**config.mk**
```make
export PLATFORM = sky130hd
export DESIGN_NAME = dds_channel_command_framer
export DESIGN_NICKNAME = d
export VERILOG_FILES = /design/src/rtl/dcf_pkg.sv /design/src/rtl/dcf_tuning_pipe.sv /design/src/rtl/dcf_frame_emitter.sv /design/src/rtl/dds_channel_command_framer.sv
export SDC_FILE = /design/constraint.sdc
export NUM_CORES = 2
export LEC_CHECK = 0
export BUFFER_PORTS_ARGS = -buffer_cell sky130_fd_sc_hd__buf_2
export CORE_MARGIN = 3
export CORE_UTILIZATION = 40
export DETAILED_ROUTE_END_ITERATION = 10
export SLEW_MARGIN = 5
export SYNTH_ARGS = -nofsm -noshare
export SYNTH_HDL_FRONTEND = slang
export SYNTH_SLANG_ARGS = --single-unit
```
**constraint.sdc**
```tcl
create_clock -name clk -period 14.6 [get_ports clk]
set_clock_uncertainty 0.1 [all_clocks]
set_input_delay 0.73 -clock clk [delete_from_list [all_inputs] [get_ports clk]]
set_output_delay 0.73 -clock clk [all_outputs]
set_load 0.02 [all_outputs]
```
**src/rtl/dcf_pkg.sv**
```systemverilog
// dcf_pkg: shared types and constants of the dds channel command framer
// used by every rtl file of the block; depends on nothing else
package dcf_pkg;

  // field widths
  localparam int unsigned FREQ_IN_W  = 32;
  localparam int unsigned FREQ_W     = 29;
  localparam int unsigned CHAN_W     = 3;
  localparam int unsigned AMP_W      = 16;
  localparam int unsigned PHASE_W    = 14;
  localparam int unsigned WORD_W     = 32;
  localparam int unsigned CFG_IDX_W  = 4;
  localparam int unsigned MAX_BYTES  = 7;

  // register indexes of the configuration port
  localparam logic [CFG_IDX_W-1:0] CFG_FREQ_MAX = 4'd0;
  localparam logic [CFG_IDX_W-1:0] CFG_FREQ_MIN = 4'd1;

  localparam logic [FREQ_W-1:0] FREQ_MAX_RST = 29'd200000000;
  localparam logic [FREQ_W-1:0] FREQ_MIN_RST = 29'd1;

  // tuning word = floor(f * 2^32 / 500e6) = floor(f * 2^24 / 1953125)
  localparam logic [20:0] TW_DIV = 21'd1953125;
  // reciprocal floor(2^53 / 1953125), 33 bits
  localparam logic [63:0] TW_RECIP_FULL = (64'd1 << 53) / 64'd1953125;
  localparam logic [32:0] TW_RECIP = TW_RECIP_FULL[32:0];

  // register addresses and fixed data of the serial port
  localparam logic [7:0] ADDR_CSR  = 8'h00;
  localparam logic [7:0] ADDR_FR1  = 8'h01;
  localparam logic [7:0] ADDR_CFTW = 8'h04;
  localparam logic [7:0] ADDR_CPOW = 8'h05;
  localparam logic [7:0] ADDR_ACR  = 8'h06;
  localparam logic [7:0] FR1_D0    = 8'hD0;
  localparam logic [7:0] CSR_CH0   = 8'h10;
  localparam logic [7:0] AMP_EN_HI = 8'h10;
  localparam logic [AMP_W-1:0] AMP_LIMIT = 16'd1023;

  typedef enum logic [1:0] {
    MODE_FREQ  = 2'd0,
    MODE_AMP   = 2'd1,
    MODE_PHASE = 2'd2,
    MODE_INIT  = 2'd3
  } dcf_mode_t;

  typedef struct packed {
    dcf_mode_t            mode;
    logic [CHAN_W-1:0]    channel;
    logic [AMP_W-1:0]     amp;
    logic [PHASE_W-1:0]   phase;
  } dcf_cmd_t;

  typedef struct packed {
    dcf_cmd_t             cmd;
    logic [WORD_W-1:0]    word;
  } dcf_job_t;

endpackage

```
**src/rtl/dcf_tuning_pipe.sv**
```systemverilog
// dcf_tuning_pipe: input register and tuning word pipeline (clamp, reciprocal
// multiply in two partial products, remainder correction); uses dcf_pkg
module dcf_tuning_pipe (
  input  logic                         clk,
  input  logic                         rst_n,
  input  logic                         in_valid,
  output logic                         in_ready,
  input  dcf_pkg::dcf_cmd_t            in_cmd,
  input  logic [dcf_pkg::FREQ_IN_W-1:0] in_freq,
  input  logic [dcf_pkg::FREQ_W-1:0]   freq_max,
  input  logic [dcf_pkg::FREQ_W-1:0]   freq_min,
  output logic                         job_valid,
  output dcf_pkg::dcf_job_t            job,
  input  logic                         job_take
);

  localparam int unsigned NSTG = 7;

  logic [NSTG-1:0] vld_r;
  dcf_pkg::dcf_cmd_t cmd_r [NSTG];
  logic adv;

  logic [dcf_pkg::FREQ_IN_W-1:0] s0_freq_r;
  logic [dcf_pkg::FREQ_W-1:0]    s1_fc_r, s1_fc_nxt;
  logic [dcf_pkg::FREQ_W-1:0]    s2_fc_r;
  logic [45:0]                   s2_plo_r, s2_plo_nxt;
  logic [45:0]                   s3_plo_r;
  logic [44:0]                   s3_phi_r, s3_phi_nxt;
  logic [61:0]                   s4_sum;
  logic [32:0]                   s4_q0_r;
  logic [32:0]                   s5_q0_r;
  logic [21:0]                   s5_m_r, s5_m_nxt;
  logic [21:0]                   s6_rem;
  logic [32:0]                   s6_q;
  logic [dcf_pkg::WORD_W-1:0]    s6_word_r, s6_word_nxt;

  // whole pipe moves together when the last stage is free or drained
  assign adv      = !vld_r[NSTG-1] || job_take;
  assign in_ready = adv;

  // clamp: upper bound first, the lower bound wins
  always_comb begin
    if (s0_freq_r > {3'b000, freq_max}) begin
      s1_fc_nxt = freq_max;
    end else begin
      s1_fc_nxt = s0_freq_r[dcf_pkg::FREQ_W-1:0];
    end
    if (s1_fc_nxt < freq_min) begin
      s1_fc_nxt = freq_min;
    end
  end

  assign s2_plo_nxt = 46'(s1_fc_r) * 46'(dcf_pkg::TW_RECIP[16:0]);
  assign s3_phi_nxt = 45'(s2_fc_r) * 45'(dcf_pkg::TW_RECIP[32:17]);
  assign s4_sum     = {16'b0, s3_plo_r} + {s3_phi_r, 17'b0};
  // only the low bits of q0 * d matter: remainder stays below 2 * d
  assign s5_m_nxt   = s4_q0_r[21:0] * {1'b0, dcf_pkg::TW_DIV};
  assign s6_rem     = 22'd0 - s5_m_r;
  assign s6_q       = s5_q0_r + {32'b0, (s6_rem >= {1'b0, dcf_pkg::TW_DIV})};
  assign s6_word_nxt = s6_q[32] ? {dcf_pkg::WORD_W{1'b1}} : s6_q[31:0];

  always_ff @(posedge clk) begin
    if (!rst_n) begin
      vld_r <= '0;
    end else if (adv) begin
      vld_r <= {vld_r[NSTG-2:0], in_valid};
    end
  end

  always_ff @(posedge clk) begin
    if (adv) begin
      cmd_r[0]  <= in_cmd;
      for (int i = 1; i < NSTG; i++) begin
        cmd_r[i] <= cmd_r[i-1];
      end
      s0_freq_r <= in_freq;
      s1_fc_r   <= s1_fc_nxt;
      s2_fc_r   <= s1_fc_r;
      s2_plo_r  <= s2_plo_nxt;
      s3_plo_r  <= s2_plo_r;
      s3_phi_r  <= s3_phi_nxt;
      s4_q0_r   <= s4_sum[61:29];
      s5_q0_r   <= s4_q0_r;
      s5_m_r    <= s5_m_nxt;
      s6_word_r <= s6_word_nxt;
    end
  end

  assign job_valid = vld_r[NSTG-1];
  assign job.cmd   = cmd_r[NSTG-1];
  assign job.word  = s6_word_r;

endmodule

```
**src/rtl/dcf_frame_emitter.sv**
```systemverilog
// dcf_frame_emitter: turns one finished command into its frame bytes and
// drives the result register; uses dcf_pkg
module dcf_frame_emitter (
  input  logic              clk,
  input  logic              rst_n,
  input  logic              job_valid,
  input  dcf_pkg::dcf_job_t job,
  output logic              job_take,
  output logic              out_valid,
  input  logic              out_ready,
  output logic [7:0]        out_byte,
  output logic              out_end,
  output logic              out_upd,
  output logic              out_last
);

  localparam int unsigned NB = dcf_pkg::MAX_BYTES;

  logic [7:0]    bytes_r [NB];
  logic [7:0]    bytes_nxt [NB];
  logic [NB-1:0] end_r, end_nxt;
  logic [NB-1:0] upd_r, upd_nxt;
  logic [2:0]    last_idx_r, last_idx_nxt;
  logic [2:0]    idx_r;
  logic          act_r;
  logic          produces;
  logic          load_out, send, fin;
  logic [7:0]    sel_byte;
  logic [dcf_pkg::AMP_W-1:0] amp_sat;

  logic       out_valid_r;
  logic [7:0] out_byte_r;
  logic       out_end_r, out_upd_r, out_last_r;

  assign load_out = !out_valid_r || out_ready;
  assign send     = act_r && load_out;
  assign fin      = send && (idx_r == last_idx_r);
  assign job_take = !act_r || fin;

  assign produces = (job.cmd.mode == dcf_pkg::MODE_INIT) || !job.cmd.channel[2];
  assign sel_byte = dcf_pkg::CSR_CH0 << job.cmd.channel[1:0];
  assign amp_sat  = (job.cmd.amp > dcf_pkg::AMP_LIMIT) ? dcf_pkg::AMP_LIMIT : job.cmd.amp;

  always_comb begin
    for (int i = 0; i < NB; i++) begin
      bytes_nxt[i] = 8'h00;
    end
    end_nxt      = '0;
    upd_nxt      = '0;
    last_idx_nxt = 3'd0;
    // channel select frame leads modes 0 to 2
    bytes_nxt[0] = dcf_pkg::ADDR_CSR;
    bytes_nxt[1] = sel_byte;
    end_nxt[1]   = 1'b1;
    unique case (job.cmd.mode)
      dcf_pkg::MODE_FREQ: begin
        upd_nxt[1]   = 1'b1;
        bytes_nxt[2] = dcf_pkg::ADDR_CFTW;
        bytes_nxt[3] = job.word[31:24];
        bytes_nxt[4] = job.word[23:16];
        bytes_nxt[5] = job.word[15:8];
        bytes_nxt[6] = job.word[7:0];
        end_nxt[6]   = 1'b1;
        upd_nxt[6]   = 1'b1;
        last_idx_nxt = 3'd6;
      end
      dcf_pkg::MODE_AMP: begin
        upd_nxt[1]   = 1'b1;
        bytes_nxt[2] = dcf_pkg::ADDR_ACR;
        bytes_nxt[3] = 8'h00;
        bytes_nxt[4] = dcf_pkg::AMP_EN_HI | {6'b0, amp_sat[9:8]};
        bytes_nxt[5] = amp_sat[7:0];
        end_nxt[5]   = 1'b1;
        upd_nxt[5]   = 1'b1;
        last_idx_nxt = 3'd5;
      end
      dcf_pkg::MODE_PHASE: begin
        bytes_nxt[2] = dcf_pkg::ADDR_CPOW;
        bytes_nxt[3] = {2'b00, job.cmd.phase[13:8]};
        bytes_nxt[4] = job.cmd.phase[7:0];
        end_nxt[4]   = 1'b1;
        last_idx_nxt = 3'd4;
      end
      dcf_pkg::MODE_INIT: begin
        bytes_nxt[0] = dcf_pkg::ADDR_FR1;
        bytes_nxt[1] = dcf_pkg::FR1_D0;
        bytes_nxt[2] = 8'h00;
        bytes_nxt[3] = 8'h00;
        end_nxt      = '0;
        end_nxt[3]   = 1'b1;
        upd_nxt[3]   = 1'b1;
        last_idx_nxt = 3'd3;
      end
      default: begin
        last_idx_nxt = 3'd0;
      end
    endcase
  end

  always_ff @(posedge clk) begin
    if (!rst_n) begin
      act_r       <= 1'b0;
      idx_r       <= 3'd0;
      out_valid_r <= 1'b0;
    end else begin
      if (job_take && job_valid && produces) begin
        act_r <= 1'b1;
        idx_r <= 3'd0;
      end else if (fin) begin
        act_r <= 1'b0;
      end else if (send) begin
        idx_r <= idx_r + 3'd1;
      end
      if (send) begin
        out_valid_r <= 1'b1;
      end else if (out_ready) begin
        out_valid_r <= 1'b0;
      end
    end
  end

  always_ff @(posedge clk) begin
    if (job_take && job_valid) begin
      bytes_r    <= bytes_nxt;
      end_r      <= end_nxt;
      upd_r      <= upd_nxt;
      last_idx_r <= last_idx_nxt;
    end
    if (send) begin
      out_byte_r <= bytes_r[idx_r];
      out_end_r  <= end_r[idx_r];
      out_upd_r  <= end_r[idx_r] && upd_r[idx_r];
      out_last_r <= (idx_r == last_idx_r);
    end
  end

  assign out_valid = out_valid_r;
  assign out_byte  = out_byte_r;
  assign out_end   = out_end_r;
  assign out_upd   = out_upd_r;
  assign out_last  = out_last_r;

endmodule

```
**src/rtl/dds_channel_command_framer.sv**
```systemverilog
// dds_channel_command_framer: top level with configuration registers and
// stream ports; uses dcf_pkg, dcf_tuning_pipe and dcf_frame_emitter
// path: tuning pipe, frame register, result register; throughput: one frame
// byte per cycle while out_tready is high, set by the single byte output; a
// command is 4 to 7 bytes (init 4, phase 5, amplitude 6, frequency 7)
// reset: synchronous active-low rst_n empties the pipe and restores clamps
module dds_channel_command_framer (
  input  logic                          clk,
  input  logic                          rst_n,
  // input request stream
  input  logic                          in_tvalid,
  output logic                          in_tready,
  // [2:0] channel, [34:3] frequency_hz, [50:35] amplitude_code,
  // [64:51] phase_word, [71:65] zero
  input  logic [71:0]                   in_tdata,
  // [1:0] mode
  input  logic [1:0]                    in_tuser,
  // result stream
  output logic                          out_tvalid,
  input  logic                          out_tready,
  // [7:0] serial_byte
  output logic [7:0]                    out_tdata,
  // [0] frame_end, [1] pulse_update
  output logic [1:0]                    out_tuser,
  // run_last
  output logic                          out_tlast,
  // configuration write channel
  input  logic                          cfg_valid,
  output logic                          cfg_ready,
  input  logic [dcf_pkg::CFG_IDX_W-1:0] cfg_index,
  input  logic [dcf_pkg::FREQ_W-1:0]    cfg_data
);

  logic [dcf_pkg::FREQ_W-1:0] freq_max_r;
  logic [dcf_pkg::FREQ_W-1:0] freq_min_r;

  dcf_pkg::dcf_cmd_t in_cmd;
  dcf_pkg::dcf_job_t job;
  logic              job_valid;
  logic              job_take;

  // configuration is always accepted; unknown indexes are ignored
  assign cfg_ready = 1'b1;

  always_ff @(posedge clk) begin
    if (!rst_n) begin
      freq_max_r <= dcf_pkg::FREQ_MAX_RST;
      freq_min_r <= dcf_pkg::FREQ_MIN_RST;
    end else if (cfg_valid) begin
      unique case (cfg_index)
        dcf_pkg::CFG_FREQ_MAX: freq_max_r <= cfg_data;
        dcf_pkg::CFG_FREQ_MIN: freq_min_r <= cfg_data;
        default: begin
        end
      endcase
    end
  end

  // unpack the request payload
  assign in_cmd.mode    = dcf_pkg::dcf_mode_t'(in_tuser);
  assign in_cmd.channel = in_tdata[2:0];
  assign in_cmd.amp     = in_tdata[50:35];
  assign in_cmd.phase   = in_tdata[64:51];

  // register stage, clamp and tuning word arithmetic
  dcf_tuning_pipe u_pipe (
    .clk       (clk),
    .rst_n     (rst_n),
    .in_valid  (in_tvalid),
    .in_ready  (in_tready),
    .in_cmd    (in_cmd),
    .in_freq   (in_tdata[34:3]),
    .freq_max  (freq_max_r),
    .freq_min  (freq_min_r),
    .job_valid (job_valid),
    .job       (job),
    .job_take  (job_take)
  );

  // frame sequencing and the result register
  dcf_frame_emitter u_emit (
    .clk       (clk),
    .rst_n     (rst_n),
    .job_valid (job_valid),
    .job       (job),
    .job_take  (job_take),
    .out_valid (out_tvalid),
    .out_ready (out_tready),
    .out_byte  (out_tdata),
    .out_end   (out_tuser[0]),
    .out_upd   (out_tuser[1]),
    .out_last  (out_tlast)
  );

endmodule
```
## Word-level counts from Yosys, hierarchy flattened

Memories as Yosys holds them, arrays and structs flattened.
Cells that the tools add are included.

| word-level totals | value |
|---|---|
| register bits after elaboration | 490 |
| bits in latches | 0 |
| input port bits | 112 |
| memory bits (read-only) | 0 |
| memories | 1 |
| bits in writable memories | 245 |
| word-level logic and storage cells | 102 |

| operators by class | value |
|---|---|
| divide/modulo/power cells | 0 |
| mux-type cells | 27 |
| $mul | 3 |
| eq/ne operators | 5 |
| $add $sub $neg | 4 |
| reductions and logical operators | 22 |
| $lt $le $gt $ge | 6 |
| bitwise gates (word level) | 3 |
| shifts and indexed selects | 1 |

Memories:

| memory | depth | width | rd ports | clocked after memory_dff | wr ports | line | text |
|---|---|---|---|---|---|---|---|
| u_pipe.cmd_r | 7 | 35 | 7 | 0 | 7 | dcf_tuning_pipe.sv:20 | `dcf_pkg::dcf_cmd_t cmd_r [NSTG];` |

Operators by type and width:

| operator | number |
|---|---|
| 16-bit one-hot mux with 4 select lines | 1 |
| 45-bit by 62-bit adder with 62-bit output | 1 |
| 29-bit 2-to-1 mux | 2 |
| 29-bit by 15-bit multiplier with 44-bit output, second input constant | 1 |
| 29-bit by 12-bit multiplier with 41-bit output, second input constant | 1 |
| 33-bit by 1-bit adder with 33-bit output | 1 |
| 32-bit by 29-bit > comparator with 1-bit output | 1 |
| 29-bit less-than comparator | 1 |
| 8-bit binary-select mux with 3-bit select | 1 |
| 8-bit one-hot mux with 3 select lines | 1 |
| 22-bit by 21-bit greater-or-equal comparator with 1-bit output, second input constant | 1 |
| 22-bit by 21-bit multiplier with 22-bit output, second input constant | 1 |
| 1-bit by 22-bit subtractor with 22-bit output, first input constant | 1 |
| 16-bit by 10-bit > comparator with 1-bit output, second input constant | 1 |
| 8-bit 2-to-1 mux | 2 |
| 8-bit one-hot mux with 2 select lines | 1 |
| 1-bit 2-to-1 mux | 13 |
| 3-bit one-hot mux with 4 select lines | 1 |
| 10-bit 2-to-1 mux | 1 |
| 9-bit 2-to-1 mux | 1 |
| 5-bit by 2-bit left shift with 8-bit output, first input constant | 1 |
| 1-bit binary-select mux with 3-bit select | 2 |
| 2-bit AND reduction | 3 |
| 1-bit logical AND | 5 |
| 16 further kinds | 26 |

## Logic depth before layout (Yosys ltp)

| depth | value |
|---|---|
| word-level depth | 8 |
| gate-level depth with buffers | 25 |
| mapped depth without buffers | 21 |

## Modules after synthesis

Synthesis repeated with hierarchy kept, for this count alone.

| unflattened totals | value |
|---|---|
| cells, all modules | 3224 |
| area total of the unflattened synthesis | 41539.8 um2 |

By module, submodules not included:

| module | area each (um2) | times used | cells an instance |
|---|---|---|---|
| dcf_tuning_pipe | 36226.0 | 1 | 2737 |
| dcf_frame_emitter | 3020.4 | 1 | 247 |
| dds_channel_command_framer | 2293.4 | 1 | 240 |

## Least setup slack after synthesis

Ideal clock, no wire load.

| path | value |
|---|---|
| kind | input -> register |
| from | input out_tready |
| to | memory u_pipe.cmd_r[0][0] in the netlist's numbering (enable) |
| stages on the path | 3 |
| arrival | 10.183 ns |
| setup slack | 0.370 ns |
| path buffers | 0 |
| data required time | 10.553 ns |
| path through | nand2b_1 -> a21oi_1 -> nand2_1 |

RTL lines:

| what | line | text |
|---|---|---|
| start: declaration | dds_channel_command_framer.sv:20 | `input logic out_tready,` |
| end: declaration | dcf_tuning_pipe.sv:20 |  |

## Final worst setup path

| path | value |
|---|---|
| from | register u_pipe.s1_fc_r[8] in the netlist's numbering |
| to | register u_pipe.s2_plo_r[44] (data pin) |

| on the way | value |
|---|---|
| word-level cells in the longest chain between the ends | 1 |

RTL lines:

| what | line | text |
|---|---|---|
| start: declaration | dcf_tuning_pipe.sv:24 | `logic [dcf_pkg::FREQ_W-1:0] s1_fc_r, s1_fc_nxt;` |
| start signal: assignment | dcf_tuning_pipe.sv:77 | `s1_fc_r <= s1_fc_nxt;` |
| 29-bit by 15-bit multiplier with 44-bit output | dcf_tuning_pipe.sv:53 | `assign s2_plo_nxt = 46'(s1_fc_r) * 46'(dcf_pkg::TW_RECIP[16:0]);` |
| via u_pipe.s2_plo_nxt[44] | dcf_tuning_pipe.sv:26 | `logic [45:0] s2_plo_r, s2_plo_nxt;` |
| end signal: assignment | dcf_tuning_pipe.sv:79 | `s2_plo_r <= s2_plo_nxt;` |
| end: declaration | dcf_tuning_pipe.sv:26 |  |

The timed path passes the listed nets, and every way through them passes these cells.
A chain may end at the register's enable or synchronous reset.

==> summary.md <==
The layout cell share with drive strength beyond 1 is 8.90%, and the signal arrival time at the worst endpoint is 7030 ps. TritonCTS built the clock tree. Along the worst path, the maximum fanout reaches 7. CTS saw 670 sinks. The first global-routing pass estimated 123000 microns of wire.

Setup slack on the worst reg-to-reg path comes out at 7830 ps. The run gives 0 as the number of antenna violations at the first check in global routing. The die is 328 microns tall.

The mean area per synthesized cell was 12.9 sq um; the number of cells traversed by the worst register-to-register path was 19. Main flop type after synthesis: sky130_fd_sc_hd__edfxtp_1. The final setup violation count came out at 0. Critical path startpoint category: a flip-flop. Clock tree synthesis selected as its root buffer the cell sky130_fd_sc_hd__clkbuf_16.

The time the worst path needs with I/O delays and setup was 6770 ps. After synthesis, the cell types taking the most area are sky130_fd_sc_hd__edfxtp_1 (43%), sky130_fd_sc_hd__fa_1 (15%), sky130_fd_sc_hd__ha_1 (14%). The run gives 108000 sq um as the full die area. The initial utilization of the core area, before any placement, comes to 40.5%.

The overall fraction of global-route tracks in use was 14.3%. The run gives 23656 as the number of global-route vias before repair. The buffer depth of the longest clock path came out at 3. sky130_fd_sc_hd__edfxtp_1 takes more of the synthesized area than any other cell. Global routing finished with a remaining overflow of 0. The worst hold path terminates at u_pipe.s0_freq_r[14].

In this run the most critical hold path is launched from in_tdata[17]. The core area was 102000 sq um. The initialized floorplan defines 117 standard-cell rows. Number of different library cells in the post-synthesis netlist: 74.

The count of antenna diodes in the layout was 0; the port buffer count was 117. By instance count, the leading cell after synthesis is sky130_fd_sc_hd__edfxtp_1. The run gives 4281 as the number of nets in the final layout. The run gives 0 as the number of gates given a new drive strength after cts. The endpoint identified for the worst register-to-register timing path is u_pipe.s2_plo_r[44]. The slew of the pin with the lowest slew margin is 1160 ps. The number of instances on the worst hold path is 1, and the top-level I/O count is 126. Number of enable flip-flop cells after synthesis: 600. The run gives 0 as the number of slew-limit violations in the final report.

At the worst endpoint, the required time is 14850 ps. After detailed routing, the number of vias per cell comes to 4.74. The congestion estimate from routability-driven global placement came to 0.857. Setup repair after global routing left no endpoint under its margin. The worst pin sits at a relative slew slack of 22.5%.

The number of buffers created by CTS is 72, and the total negative slack is 0 ps. After detailed routing, the number of remaining DRC violations is 0. From left edge to right edge, the die measures 328 microns. The tool flagged a number of max-cap violations equal to 0. The number of nets handed over by synthesis was 4121. CTS built an H-tree with a depth of 3. For this block, the initial DRC count from the detailed router was 887.

Buffers inserted to repair hold after CTS numbered 0. Worst setup slack after layout: 7830 ps. For the count of final hold-check violations, the log shows 0. The clock reaches the later pin of the worst-skew pair after 620 ps. The run gives 7690 ps as the placement-stage worst setup slack. The post-CTS clock slew at the launch and capture registers of the worst setup and hold paths was 60 ps; the sequential fraction of the synthesis area was 46.9%.

From synthesis to final layout, the design area changed by 10.9%. Entering global routing, the biggest net connects 170 pins. The tools report the final wirelength as 75000 microns.

Once detail routing completed, the nets flagged for antenna violations numbered 0. Critical path's slowest cell: sky130_fd_sc_hd__edfxtp_1. The most numerous cell type found on the critical path is sky130_fd_sc_hd__fa_1. After synthesis, the share of flip-flops with an asynchronous set or reset is 0%.

STA classifies the critical path endpoint as a flip-flop. The worst min-delay path category was in -> reg. The run finished with clean final reports. The largest single stage delay on the critical path is 560 ps. The kind of critical path was reg -> reg. The commonest cells after synthesis are sky130_fd_sc_hd__edfxtp_1 (600), sky130_fd_sc_hd__inv_1 (560), sky130_fd_sc_hd__ha_1 (476). The count of state elements after synthesis came out at 670. For this run, the number of Yosys warnings is 0. Once detailed placement completed, the half-perimeter wirelength came to 58400 microns. After synthesis, the largest area contributor takes up 43.5% of total cell area.

The startpoint identified for the worst register-to-register timing path is u_pipe.s1_fc_r[8]. The synthesized netlist occupies a cell area of 41400 sq um. Traced cell by cell, the critical path runs through inv_1, fa_1, inv_1, fa_1, fa_1, fa_1, fa_1, ha_1, ha_1, and3_1, o2111ai_1, a211oi_1, o2111ai_1, a21oi_1, o21ai_0, o21bai_1, o41a_1, mux2i_1, nand3_1.

The post-route fraction of the period consumed by the critical path came out at 46.4%. The first detailed-routing pass ran for 4 iterations. Summing over every cut layer, the via total after detailed routing is 22705. Dividing the detail-routed wire length by the instance count gives 15.6 microns. The cell count after synthesis came out at 3214. Timing would allow up to 0.148 GHz. Buffers added to address setup during post-CTS repair amount to 0.
-- layout by cell type (no fill, tap or decap), types with 12 or more instances in the layout --
master / n
sky130_fd_sc_hd__a21oi_1: 84
sky130_fd_sc_hd__a211oi_1: 12
sky130_fd_sc_hd__buf_2: 117
sky130_fd_sc_hd__mux2i_1: 24
sky130_fd_sc_hd__o21ai_0: 66
sky130_fd_sc_hd__edfxtp_1: 600
sky130_fd_sc_hd__inv_1: 560
sky130_fd_sc_hd__a21o_1: 58
sky130_fd_sc_hd__dfxtp_1: 70
sky130_fd_sc_hd__mux2_4: 22
sky130_fd_sc_hd__mux2_2: 34
sky130_fd_sc_hd__clkbuf_1: 19
sky130_fd_sc_hd__xor2_1: 53
sky130_fd_sc_hd__o211ai_1: 13
sky130_fd_sc_hd__xnor2_1: 105
sky130_fd_sc_hd__nor2_1: 97
sky130_fd_sc_hd__ha_1: 476
sky130_fd_sc_hd__o21a_1: 22
sky130_fd_sc_hd__fa_1: 319
sky130_fd_sc_hd__nor2b_1: 31
sky130_fd_sc_hd__nand4_1: 31
sky130_fd_sc_hd__nand2_1: 214
sky130_fd_sc_hd__nor3_1: 31
sky130_fd_sc_hd__clkbuf_16: 72
sky130_fd_sc_hd__nand2b_1: 20
sky130_fd_sc_hd__buf_4: 14
sky130_fd_sc_hd__and2_1: 17
sky130_fd_sc_hd__nand3_1: 25
sky130_fd_sc_hd__a21boi_0: 51
sky130_fd_sc_hd__and3_1: 14
-- state kept, by name, summed over array words and instances (netlist names), 2 cells and up --
name               cells
u_pipe.cmd_r         245
u_pipe.s5_m_r         22
u_pipe.s2_fc_r        29
u_emit.idx_r           3
u_pipe.s6_word_r      32
u_pipe.s0_freq_r      32
u_pipe.s3_plo_r       24
u_emit.out_byte        8
u_pipe.s5_q0_r        31
freq_min_r            29
u_emit.bytes_r        38
u_emit.last_idx_r      3
u_pipe.s3_phi_r       41
u_emit.upd_r           4
u_pipe.s2_plo_r       24
u_pipe.vld_r           7
freq_max_r            29
u_pipe.s4_q0_r        33
u_pipe.s1_fc_r        29
u_emit.end_r           2
-- cells by family after synthesis --
kind of cell,after synthesis,share of synthesized area [%]
fa+ha+maj,795,29.8
flops,670,46.9
buf+inv,606,5.63
simple gates,523,5.92
compound gates,380,6.15
xor+xnor,159,3.36
mux,80,2.30
other cells,1,0.00905
-- how the worst max path moves through the flow --
stage          slack [ps]              start                   to
2_1_floorplan         370         out_tready   u_pipe.cmd_r[0][0]
3_3_place_gp         7800  u_pipe.s1_fc_r[8]  u_pipe.s2_plo_r[44]
3_5_place_dp         7690  u_pipe.s1_fc_r[8]  u_pipe.s2_plo_r[44]
4_1_cts              7680  u_pipe.s1_fc_r[8]  u_pipe.s2_plo_r[44]
5_1_grt              7370  u_pipe.s1_fc_r[8]  u_pipe.s2_plo_r[44]
6_report             7830  u_pipe.s1_fc_r[8]  u_pipe.s2_plo_r[44]
-- routing by layer --
layer	global-route usage [%]	wire length, microns
met5	0	0
met4	4.49	2090
met3	2.28	2440
met1	18.1	32500
met2	25.3	38000
-- per-stage QoR --
step	hold slack [ps]	area (sq um)	instances	util, %
finish	184	46000	4794	44.9
global route	145	46000	4794	44.9
CTS	128	46000	4794	44.9
detailed placement	305	43700	4668	42.7
global placement	301	43700	4668	42.7
floorplan	300	41400	3214	-
-- cell type report --
cell class                      instances  area [sq um]
Multi-Input combinational cell       1938         19700
Inverter                              560          2100
Timing Repair Buffer                  132           711
Fill cell                            9304         56400
Tap cell                             1368          1710
Sequential cell                       670         19400
Clock inverter                         31           368
Clock buffer                           95          1930
-- critical path: cells and delay by family (launching register included) --
kind | cells | cell delay, ps
buffers and inverters | 2 | 230
AO/OA/AOI/OAI | 7 | 1980
flip-flops | 1 | 560
adder cells (fa/ha/maj) | 7 | 3190
multiplexers | 1 | 210
AND/OR/NAND/NOR | 2 | 250
Power is not shown: default switching activity piles up to over one toggle a cycle in this logic, so the estimate is an artifact.
